**config.mk**
```make
export PLATFORM = sky130hd
export DESIGN_NAME = ivm_ctrl
export DESIGN_NICKNAME = d
export VERILOG_FILES = /design/src/rtl/ivm_pkg.sv /design/src/rtl/ivm_ctrl.sv
export SDC_FILE = /design/constraint.sdc
export NUM_CORES = 1
export LEC_CHECK = 0
export BUFFER_PORTS_ARGS = -buffer_cell sky130_fd_sc_hd__buf_2
export CORE_ASPECT_RATIO = 1.5
export CORE_MARGIN = 4
export CORE_UTILIZATION = 40
export DETAILED_ROUTE_END_ITERATION = 7
export PLACE_DENSITY = 0.85
export SETUP_SLACK_MARGIN = 0.5
export SYNTH_ARGS = -nofsm -noshare
export SYNTH_HDL_FRONTEND = slang
export SYNTH_SLANG_ARGS = --single-unit
```
**constraint.sdc**
```tcl
create_clock -name clk -period 3.5 [get_ports clk]
set_input_delay 0.7 -clock clk [delete_from_list [all_inputs] [get_ports clk]]
set_output_delay 0.7 -clock clk [all_outputs]
set_load 0.1 [all_outputs]
```
**src/rtl/ivm_pkg.sv**
```systemverilog
package ivm_pkg;

	typedef struct packed {
		logic               action;
		logic signed [31:0] range_begin;
		logic signed [31:0] range_end;
		logic [7:0]         new_value;
	} in_item_t;

	typedef struct packed {
		logic [7:0] found_value;
		logic [1:0] status;
	} out_item_t;

	localparam logic ACT_ASSIGN = 1'b0;
	localparam logic ACT_LOOKUP = 1'b1;

	localparam logic [1:0] ST_DONE  = 2'd0;
	localparam logic [1:0] ST_EMPTY = 2'd1;
	localparam logic [1:0] ST_FULL  = 2'd2;

	// datapath commands
	typedef enum logic [2:0] {
		CMD_NONE  = 3'd0,
		CMD_LOAD  = 3'd1,
		CMD_SCAN  = 3'd2,
		CMD_BUILD = 3'd3,
		CMD_COPY  = 3'd4
	} cmd_t;

	typedef struct packed {
		logic scan_done;
		logic build_done;
		logic copy_done;
		logic empty_range;
		logic overflow;
	} dp_status_t;

endpackage

```
**src/rtl/ivm_ctrl.sv**
```systemverilog
module ivm_ctrl
	import ivm_pkg::*;
(
	input  logic       clk,
	input  logic       arst_n,
	input  logic       in_valid,
	output logic       in_ready,
	input  in_item_t   in_item,
	output logic       out_valid,
	input  logic       out_ready,
	output out_item_t  out_item,
	input  dp_status_t stat,
	input  logic [7:0] found_value,
	output cmd_t       cmd
);

	typedef enum logic [6:0] {
		S_IDLE  = 7'b0000001,
		S_LOAD  = 7'b0000010,
		S_SCAN  = 7'b0000100,
		S_RST   = 7'b0001000,
		S_BUILD = 7'b0010000,
		S_COPY  = 7'b0100000,
		S_OUT   = 7'b1000000
	} state_t;

	state_t    state_q, state_d;
	logic      act_q;
	out_item_t res_q;
	logic      res_valid_q;
	logic      load_res;
	out_item_t res_d;

	assign in_ready  = (state_q == S_IDLE) && (!res_valid_q || out_ready);
	assign out_valid = res_valid_q;
	assign out_item  = res_q;

	always_comb begin
		state_d  = state_q;
		cmd      = CMD_NONE;
		load_res = 1'b0;
		res_d    = '0;
		unique case (state_q)
			S_IDLE: if (in_valid && in_ready) state_d = S_LOAD;
			S_LOAD: begin
				cmd = CMD_LOAD;
				state_d = S_SCAN;
			end
			S_SCAN: begin
				cmd = CMD_SCAN;
				if (stat.scan_done) begin
					if (act_q == ACT_LOOKUP) begin
						res_d.found_value = found_value;
						res_d.status = ST_DONE;
						state_d = S_OUT;
					end else if (stat.empty_range) begin
						res_d.status = ST_EMPTY;
						state_d = S_OUT;
					end else begin
						state_d = S_RST;
					end
				end
			end
			S_RST: state_d = S_BUILD;
			S_BUILD: begin
				cmd = CMD_BUILD;
				if (stat.build_done) begin
					if (stat.overflow) begin
						res_d.status = ST_FULL;
						state_d = S_OUT;
					end else begin
						state_d = S_COPY;
					end
				end
			end
			S_COPY: begin
				cmd = CMD_COPY;
				if (stat.copy_done) begin
					res_d.status = ST_DONE;
					state_d = S_OUT;
				end
			end
			S_OUT: begin
				load_res = 1'b1;
				state_d = S_IDLE;
			end
			default: state_d = S_IDLE;
		endcase
	end

	out_item_t pend_q;
	always_ff @(posedge clk) begin
		if (state_d == S_OUT && state_q != S_OUT) pend_q <= res_d;
		if (state_q == S_IDLE && in_valid && in_ready) act_q <= in_item.action;
		if (load_res) res_q <= pend_q;
	end

	always_ff @(posedge clk or negedge arst_n) begin
		if (!arst_n) begin
			state_q     <= S_IDLE;
			res_valid_q <= 1'b0;
		end else begin
			state_q <= state_d;
			if (load_res) res_valid_q <= 1'b1;
			else if (out_ready) res_valid_q <= 1'b0;
		end
	end

endmodule
```
* Word-level counts from Yosys, hierarchy flattened
Cells that the tools add are included.
** Word-level totals
- Register bits after elaboration :: 29
- Input bits :: 90
- Output and inout port bits :: 15
** Operators by class
- Eq/ne operators :: 9
- Muxes and demuxes :: 18
- Reductions and logical operators :: 9
** Operators by type and width (number)
- two-way mux 7 bit :: 7
- one-hot mux 7 bit (6 select lines) :: 1
- equality test 7 bit, second input constant :: 2
- one-hot mux 3 bit (4 select lines) :: 1
- equality test 7 x 1 -> 1 bit, second input constant :: 1
- equality test 7 x 2 -> 1 bit, second input constant :: 1
- equality test 7 x 3 -> 1 bit, second input constant :: 1
- equality test 7 x 4 -> 1 bit, second input constant :: 1
- equality test 7 x 5 -> 1 bit, second input constant :: 1
- equality test 7 x 6 -> 1 bit, second input constant :: 1
- inequality test 7 bit, second input constant :: 1
- two-way mux 1 bit :: 6
- logical AND 1 bit :: 5
- two-way mux 2 bit :: 2
- one-hot mux 2 bit (2 select lines) :: 1
- AND reduction 3 bit :: 1
- nonzero test 2 bit :: 1
- zero test 1 bit :: 1
- logical OR 1 bit :: 1

* Longest topological paths before layout
Gate-level depths: netlist of run 1.
- Word-level depth :: 8
- Depth in mapped cells :: 3

* Worst setup path after synthesis of run 1
OpenSTA, ideal clock, no wires.
- Path kind :: register to output
- Start point :: reg state_q[5]
- End point :: out in_ready
- Arrival :: 2468 ps
- Required time :: 2800 ps
- Slack :: 332 ps
- Stages on the path, launching flop included :: 4
- Buffers on the path :: 0
- Cells stage by stage :: dfrtp_1 nor4_2 nand4bb_1 a21oi_1
** Between the ends
- Cells in the longest elaborated chain, start to end :: 2
** RTL lines
- start: declaration :: line ivm_ctrl.sv:27 : state_t state_q, state_d;
- start signal: assignment :: line ivm_ctrl.sv:103 : state_q <= state_d;
- equality test 7 x 1 -> 1 bit :: line ivm_ctrl.sv:34 : assign in_ready = (state_q == S_IDLE) && (!res_valid_q || out_ready);
- logical AND 1 bit :: line ivm_ctrl.sv:34
- end: declaration :: line ivm_ctrl.sv:7 : output logic in_ready,
Every way passes these cells.

* Final worst setup path of run 1
Same ends and word-level chain as after synthesis.

==> metrics.csv, run 1 <==
stage,metric,value,unit
status,status,"complete, no violations",
yosys,sequential area share after synthesis,0.6821,
sta,Final Critical Period,2.775,ns
clock_tree,worst-case clock buffer depth,2,
clock_tree,Worst-Skew Late Latency,0.27,ns
place,port buffer count,32,
routing,via count,844,
grt,initial antenna violation count,0,
sta,Slew headroom,0.3369,
clock_tree,number of hold buffers added after CTS,0,
worst_setup_path,CP Data Arrival Time,2.08,ns
floorplanning,IO Count,105,
sta,Final period util,0.7930,
routing,DR vias/cell,5.242,
layout,most frequent cells in the layout,"buf_2 (32), edfxtp_1 (21), and2_1 (8)",
grt,pin count of the biggest net entering global routing,12,
yosys,synth top area cells,"edfxtp_1 (52%), dfrtp_1 (14%), and2_1 (4.1%), nor4b_2 (2.5%), dfstp_2 (2.2%)",
layout,Ant. Diodes,0,
place,DP Area,1433,µm²
floorplanning,Starting Density,0.4188,
yosys,"FF+latch count, synth",29,
yosys,mean area per synthesized cell,14.88,µm²
grt,total track usage,0.1294,
floorplanning,die extent in y,75.64,µm
sta,TNS Setup,0,ns
min_path,Hold Path Class,input pin to asynchronous set/reset pin,
clock_tree,Root Buffer Master,clkbuf_8,
grt,grt total ovfl,0,
power_and_ir_drop,Final Power,0.9816,mW
clock_tree,H-tree levels,2,
flow_run,number of max-cap violations,0,
worst_setup_path,largest stage delay on the critical path,0.53,ns
layout,"commonest non-fill, non-tap cell in the layout",buf_2,
routing,drt total wl,2312,µm
sta,fmax,360.3,MHz
layout,fill cell count,264,
sta,Worst Max-Slew Pin Slew,0.9903,ns
yosys,Yosys cell types,30,
layout,design area,1513,µm²
worst_setup_path,Slowest cell on crit path,nor4_2,
worst_setup_path,CP max FO,5,
grt,number of global-route vias before repair,836,
clock_tree,clock sink count,29,
floorplanning,core area,2913,µm²
power_and_ir_drop,worst ir drop on vdd,773.7,µV
yosys,synth warn,0,
sta,"Hold Vio Cnt, Final",0,
sta,final setup skew,0.004660,ns
routing,DRT antenna net count,0,
place,dpl hpwl,1716,µm
place,setup slack at placement,1.109,ns
layout,Layout Nets,211,
yosys,area of the mapped netlist,1220,µm²
layout,area delta synth->final,24.00,%
floorplanning,number of core rows,24,
clock_tree,TritonCTS Buffers,5,
place,gpl congestion,0.8732,
worst_setup_path,CP Cell Sequence,nor4_2 -> nand4bb_1 -> a21oi_2 -> buf_2,
sta,RSZ-0062 raised after global routing,no,
worst_setup_path,WP data required,2.80,ns
yosys,cell count after synthesis,82,
routing,post-DR wirelength/cell,14.36,µm
sta,worst setup margin,0.7246,ns
floorplanning,die width,53.09,µm
routing,DRC violations left,0,
clock_tree,"Clk pin slew, worst setup/hold paths",0.06,ns
sta,Pins Over Slew Limit,0,
sta,final setup fails,0,
power_and_ir_drop,PD cells,648.9,nW/µm²
worst_setup_path,WS Path Type,register to primary output,
clock_tree,number of setup buffers added after CTS,0,
layout,ratio of cells with drive above 1 in the final layout,0.3689,
routing,DR pass1 iterations,4,
routing,1st-iter DRT viols,9,
worst_setup_path,Setup crit end kind,primary output,
yosys,post-synth top area share,0.5169,
clock_tree,CTS tree,yes,
power_and_ir_drop,Lkg Pwr,0.6303,nW
clock_tree,CTS resizes,0,
yosys,Mapped Nets,172,
floorplanning,die area,4015,µm²
sta,Final Hold Slack,0.2590,ns
yosys,leading area contributor after synthesis,edfxtp_1,
grt,first-pass GRT wire length,3657,µm
worst_setup_path,startpoint types,register,
-- flip-flops by register name (all words and copies together) (netlist names) --
signal,count
out_item,10
pend_q,10
state_q,7
act_q,1
out_valid,1
-- final cells by class --
cell class,instances,area [µm²],area share
Clock inverter,1,3.754,0.002481
Tap cell,39,48.80,0.03226
Inverter,4,15.01,0.009926
Multi-Input combinational cell,49,376.6,0.2490
Sequential cell,29,832.0,0.5500
Clock buffer,7,76.32,0.05045
Timing Repair Buffer,32,160.2,0.1059
-- layer usage --
| layer | vias up | part of all wire | GRT usage |
|---|---|---|---|
| li1 | 391 | - | - |
| met1 | 407 | 0.39 | 0.1445 |
| met2 | 44 | 0.51 | 0.2155 |
| met3 | 2 | 0.090 | 0.05479 |
| met4 | 0 | 0.0091 | 0.05398 |
| met5 | - | 0 | 0 |
-- worst paths after layout --
path / startpoint / endpoint / slack (ns) / cells after the start
setup / recovery: state_q[5] / in_ready / 0.72 / 4
setup reg to reg: state_q[6] / pend_q[2] / 1.20 / 3
hold / removal: arst_n / state_q[4] / 0.26 / 1
hold reg to reg: pend_q[5] / out_item[5] / 0.42 / 0
min in group clk: pend_q[5] / out_item[5] / 0.42 / 0
max in group asynchronous: arst_n / state_q[0] / 3.00 / 1
-- where the power goes --
group / total (mW) / switching (mW) / leakage [nW] / internal, mW
combinational: 0.293 / 0.210 / 0.299 / 0.0831
sequential: 0.439 / 0.0362 / 0.291 / 0.402
clock: 0.250 / 0.112 / 0.0399 / 0.138
total: 0.982 / 0.358 / 0.630 / 0.623
-- kinds of logic (layout without fill, tap and decap cells) --
logic type      after synthesis  after routing  share of synthesized area
simple gates                 35             35                     0.2133
flops                        29             29                     0.6821
compound gates               11             11                    0.06974
mux                           1              1                   0.008205
xor+xnor                      2              2                    0.01436
buf+inv                       4             44                    0.01230
-- through the flow --
step / utilization / std cells
after global routing: 0.5193 / 161
after detailed placement: 0.4918 / 153
after global placement: 0.4918 / 153
final: 0.5193 / 161
after floorplan: - / 82
after CTS: 0.5193 / 161
-- synthesized netlist by cell type (all sizes together) --
cell and count:
dfstp 1, nand4 1, o2111ai 1, a21o 1, and4 1, nand3b 1
nand2 3, and2 8, nand4bb 2, a21oi 1, xor2 2, o32ai 1
and4bb 2, nand4b 1, nand3 3, and3 1, nor2 6, dfrtp 7
mux2i 1, nor4 1, nor4b 2, o21ai 3, a32o 1, edfxtp 21
o211ai 3, inv 4, nor2b 2, nor3 1
-- worst max-delay path, delay by kind of cell, from the launching register on --
family / cells / cell delay, ns
buffers and inverters: 1 / 0.43
and+or+nand+nor: 2 / 0.78
DFF: 1 / 0.44
AOI/OAI and AO/OA: 1 / 0.15
(Power assumes the default switching activity.)
==> run 2: changes to the inputs <==
- CORE_UTILIZATION: 40 -> 37
- PLACE_DENSITY: 0.85 -> 0.79
- clock period: 3.5 -> 2.9 ns (I/O delays scaled with it)
==> metrics.csv, run 2 (synthesis gave the netlist of run 1 again) <==
stage,metric,value,unit
clock_tree,H-tree levels,2,
min_path,Hold Path Class,input pin to asynchronous set/reset pin,
layout,fill cell count,305,
worst_setup_path,"delay-heaviest family, CP",simple AND/OR/NAND/NOR gates,
place,setup slack at placement,0.5939,ns
sta,fmax,426.7,MHz
power_and_ir_drop,PD cells,810.4,nW/µm²
worst_setup_path,Reg2Reg Capture Point,pend_q[9],
sta,Worst Max-Slew Pin Slew,0.4907,ns
worst_setup_path,Setup crit end kind,primary output,
grt,number of global-route vias before repair,792,
worst_setup_path,Register-to-Register Path Depth,5,
power_and_ir_drop,Lkg Pwr,0.6698,nW
sta,Pins Over Slew Limit,0,
routing,DR vias/cell,4.994,
routing,1st-iter DRT viols,13,
layout,"commonest non-fill, non-tap cell in the layout",buf_2,
floorplanning,die area,4299,µm²
routing,drt total wl,2343,µm
worst_setup_path,largest stage delay on the critical path,0.46,ns
layout,most frequent cells in the layout,"buf_2 (28), edfxtp_1 (21), and2_1 (8), buf_4 (8), dfrtp_1 (7)",
clock_tree,"Clk pin slew, worst setup/hold paths",0.06,ns
layout,area delta synth->final,29.85,%
layout,Layout Nets,216,
grt,initial antenna violation count,0,
floorplanning,Starting Density,0.3861,
worst_setup_path,WP data required,2.32,ns
floorplanning,die extent in y,78.33,µm
sta,RSZ-0062 raised after global routing,yes,
routing,post-DR wirelength/cell,14.03,µm
worst_setup_path,register-to-register setup slack,1.09,ns
worst_setup_path,WS Path Type,register to primary output,
place,DP Area,1449,µm²
routing,DRC violations left,0,
worst_setup_path,FF-to-FF Start,state_q[1],
floorplanning,die width,54.89,µm
layout,design area,1584,µm²
layout,final core occ,0.5014,
worst_setup_path,Slowest cell on crit path,dfrtp_1,
status,status,"complete, no violations",
power_and_ir_drop,Clk pwr share,0.244,
grt,grt total ovfl,0,
layout,ratio of cells with drive above 1 in the final layout,0.4094,
routing,DR pass1 iterations,4,
place,gpl congestion,0.8121,
clock_tree,Root Buffer Master,clkbuf_8,
power_and_ir_drop,Sw Share,0.3607,
power_and_ir_drop,Psw,0.4630,mW
clock_tree,clock sink count,29,
floorplanning,number of core rows,25,
power_and_ir_drop,worst ir drop on vdd,714.3,µV
sta,Final Critical Period,2.344,ns
clock_tree,worst-case clock buffer depth,2,
worst_setup_path,startpoint types,register,
layout,area of the multi-input gates,392.9,µm²
clock_tree,TritonCTS Buffers,5,
floorplanning,core area,3159,µm²
clock_tree,Worst-Skew Late Latency,0.28,ns
sta,worst setup margin,0.5562,ns
flow_run,number of max-cap violations,0,
worst_setup_path,Crit. Startpoint,state_q[5],
grt,total track usage,0.1269,
worst_setup_path,CP Data Arrival Time,1.76,ns
power_and_ir_drop,Pint,0.8206,mW
sta,Slew headroom,0.6729,
routing,DRT antenna net count,0,
worst_setup_path,CP bufs+invs,1,
grt,pin count of the biggest net entering global routing,12,
worst_setup_path,CP max FO,5,
sta,Final period util,0.8082,
sta,"Hold Vio Cnt, Final",0,
grt,first-pass GRT wire length,3705,µm
place,port buffer count,32,
routing,via count,834,
layout,Ant. Diodes,0,
sta,final setup fails,0,
power_and_ir_drop,Logic pwr share,0.342,
power_and_ir_drop,power share of the sequential group,0.413,
worst_setup_path,CP Cell Sequence,nor4_4 -> nand4bb_1 -> a21oi_4 -> buf_6,
clock_tree,CTS tree,yes,
layout,Reg area,832.0,µm²
sta,final setup skew,0.005389,ns
power_and_ir_drop,Final Power,1.284,mW
place,dpl hpwl,1740,µm
floorplanning,IO Count,105,
sta,TNS Setup,0,ns
-- run 2: changes by cell type in the layout (fill, tap and decap cells not counted), sizes merged --
cell / previous run / this run
clkbuf: 7 / 6
buf: 32 / 37
clkinv: 1 / 2
-- run 2: power by group through the flow --
| stage | clock network, mW | logic [mW] | registers [mW] |
|---|---|---|---|
| 2_1_floorplan | 0 | 0.280 | 0.545 |
| 3_3_place_gp | 0 | 0.350 | 0.532 |
| 3_5_place_dp | 0 | 0.362 | 0.535 |
| 4_1_cts | 0.325 | 0.373 | 0.528 |
| 5_1_grt | 0.348 | 0.470 | 0.536 |
| 6_report | 0.314 | 0.439 | 0.531 |
-- run 2: worst reg2reg max path: stages, from the launching register on --
cell       delay [ns]
dfrtp_1          0.46
nor3_4           0.34
buf_4            0.18
o2111ai_1        0.15
o211ai_1         0.16
buf_4            0.22
-- run 2: final cells by class --
cell class	count	share of cell area
clock buffer	6	0.04581
clock inverter	2	0.006319
inverter	4	0.009479
multi-input combinational	49	0.2480
sequential	29	0.5253
tap	40	0.03160
timing repair buffer	37	0.1335
-- run 2: repair_timing --
item                                    CTS  global route
hold buffers                              0             0
hold endpoints to repair                  0             0
gates resized for setup                   4             2
setup buffers                             0             4
endpoints found under the setup margin    4             4
pin swaps                                 0             2
-- run 2: metal layers --
metal | GRT usage | routed length [µm] | vias to the layer above
met5 | 0 | 0 | -
met2 | 0.2133 | 1292 | 35
met3 | 0.05503 | 203 | 6
met1 | 0.1272 | 801 | 393
li1 | - | - | 400
met4 | 0.05985 | 46 | 0
-- run 2: metrics by stage --
stage / hold WS [ns] / std cells
6_report: 0.1345 / 167
5_1_grt: 0.1343 / 167
4_1_cts: 0.1280 / 163
3_5_place_dp: 0.4045 / 155
3_3_place_gp: 0.4019 / 155
2_1_floorplan: 0.2844 / 82
-- run 2: how the worst max path moves through the flow --
stage / endpoint / slack [ns] / depth (start not counted)
detailed placement: in_ready / 0.59 / 4
global route: in_ready / 0.44 / 4
floorplan: cmd[0] / 0.70 / 3
CTS: in_ready / 0.42 / 4
finish: in_ready / 0.56 / 4
global placement: in_ready / 0.58 / 4
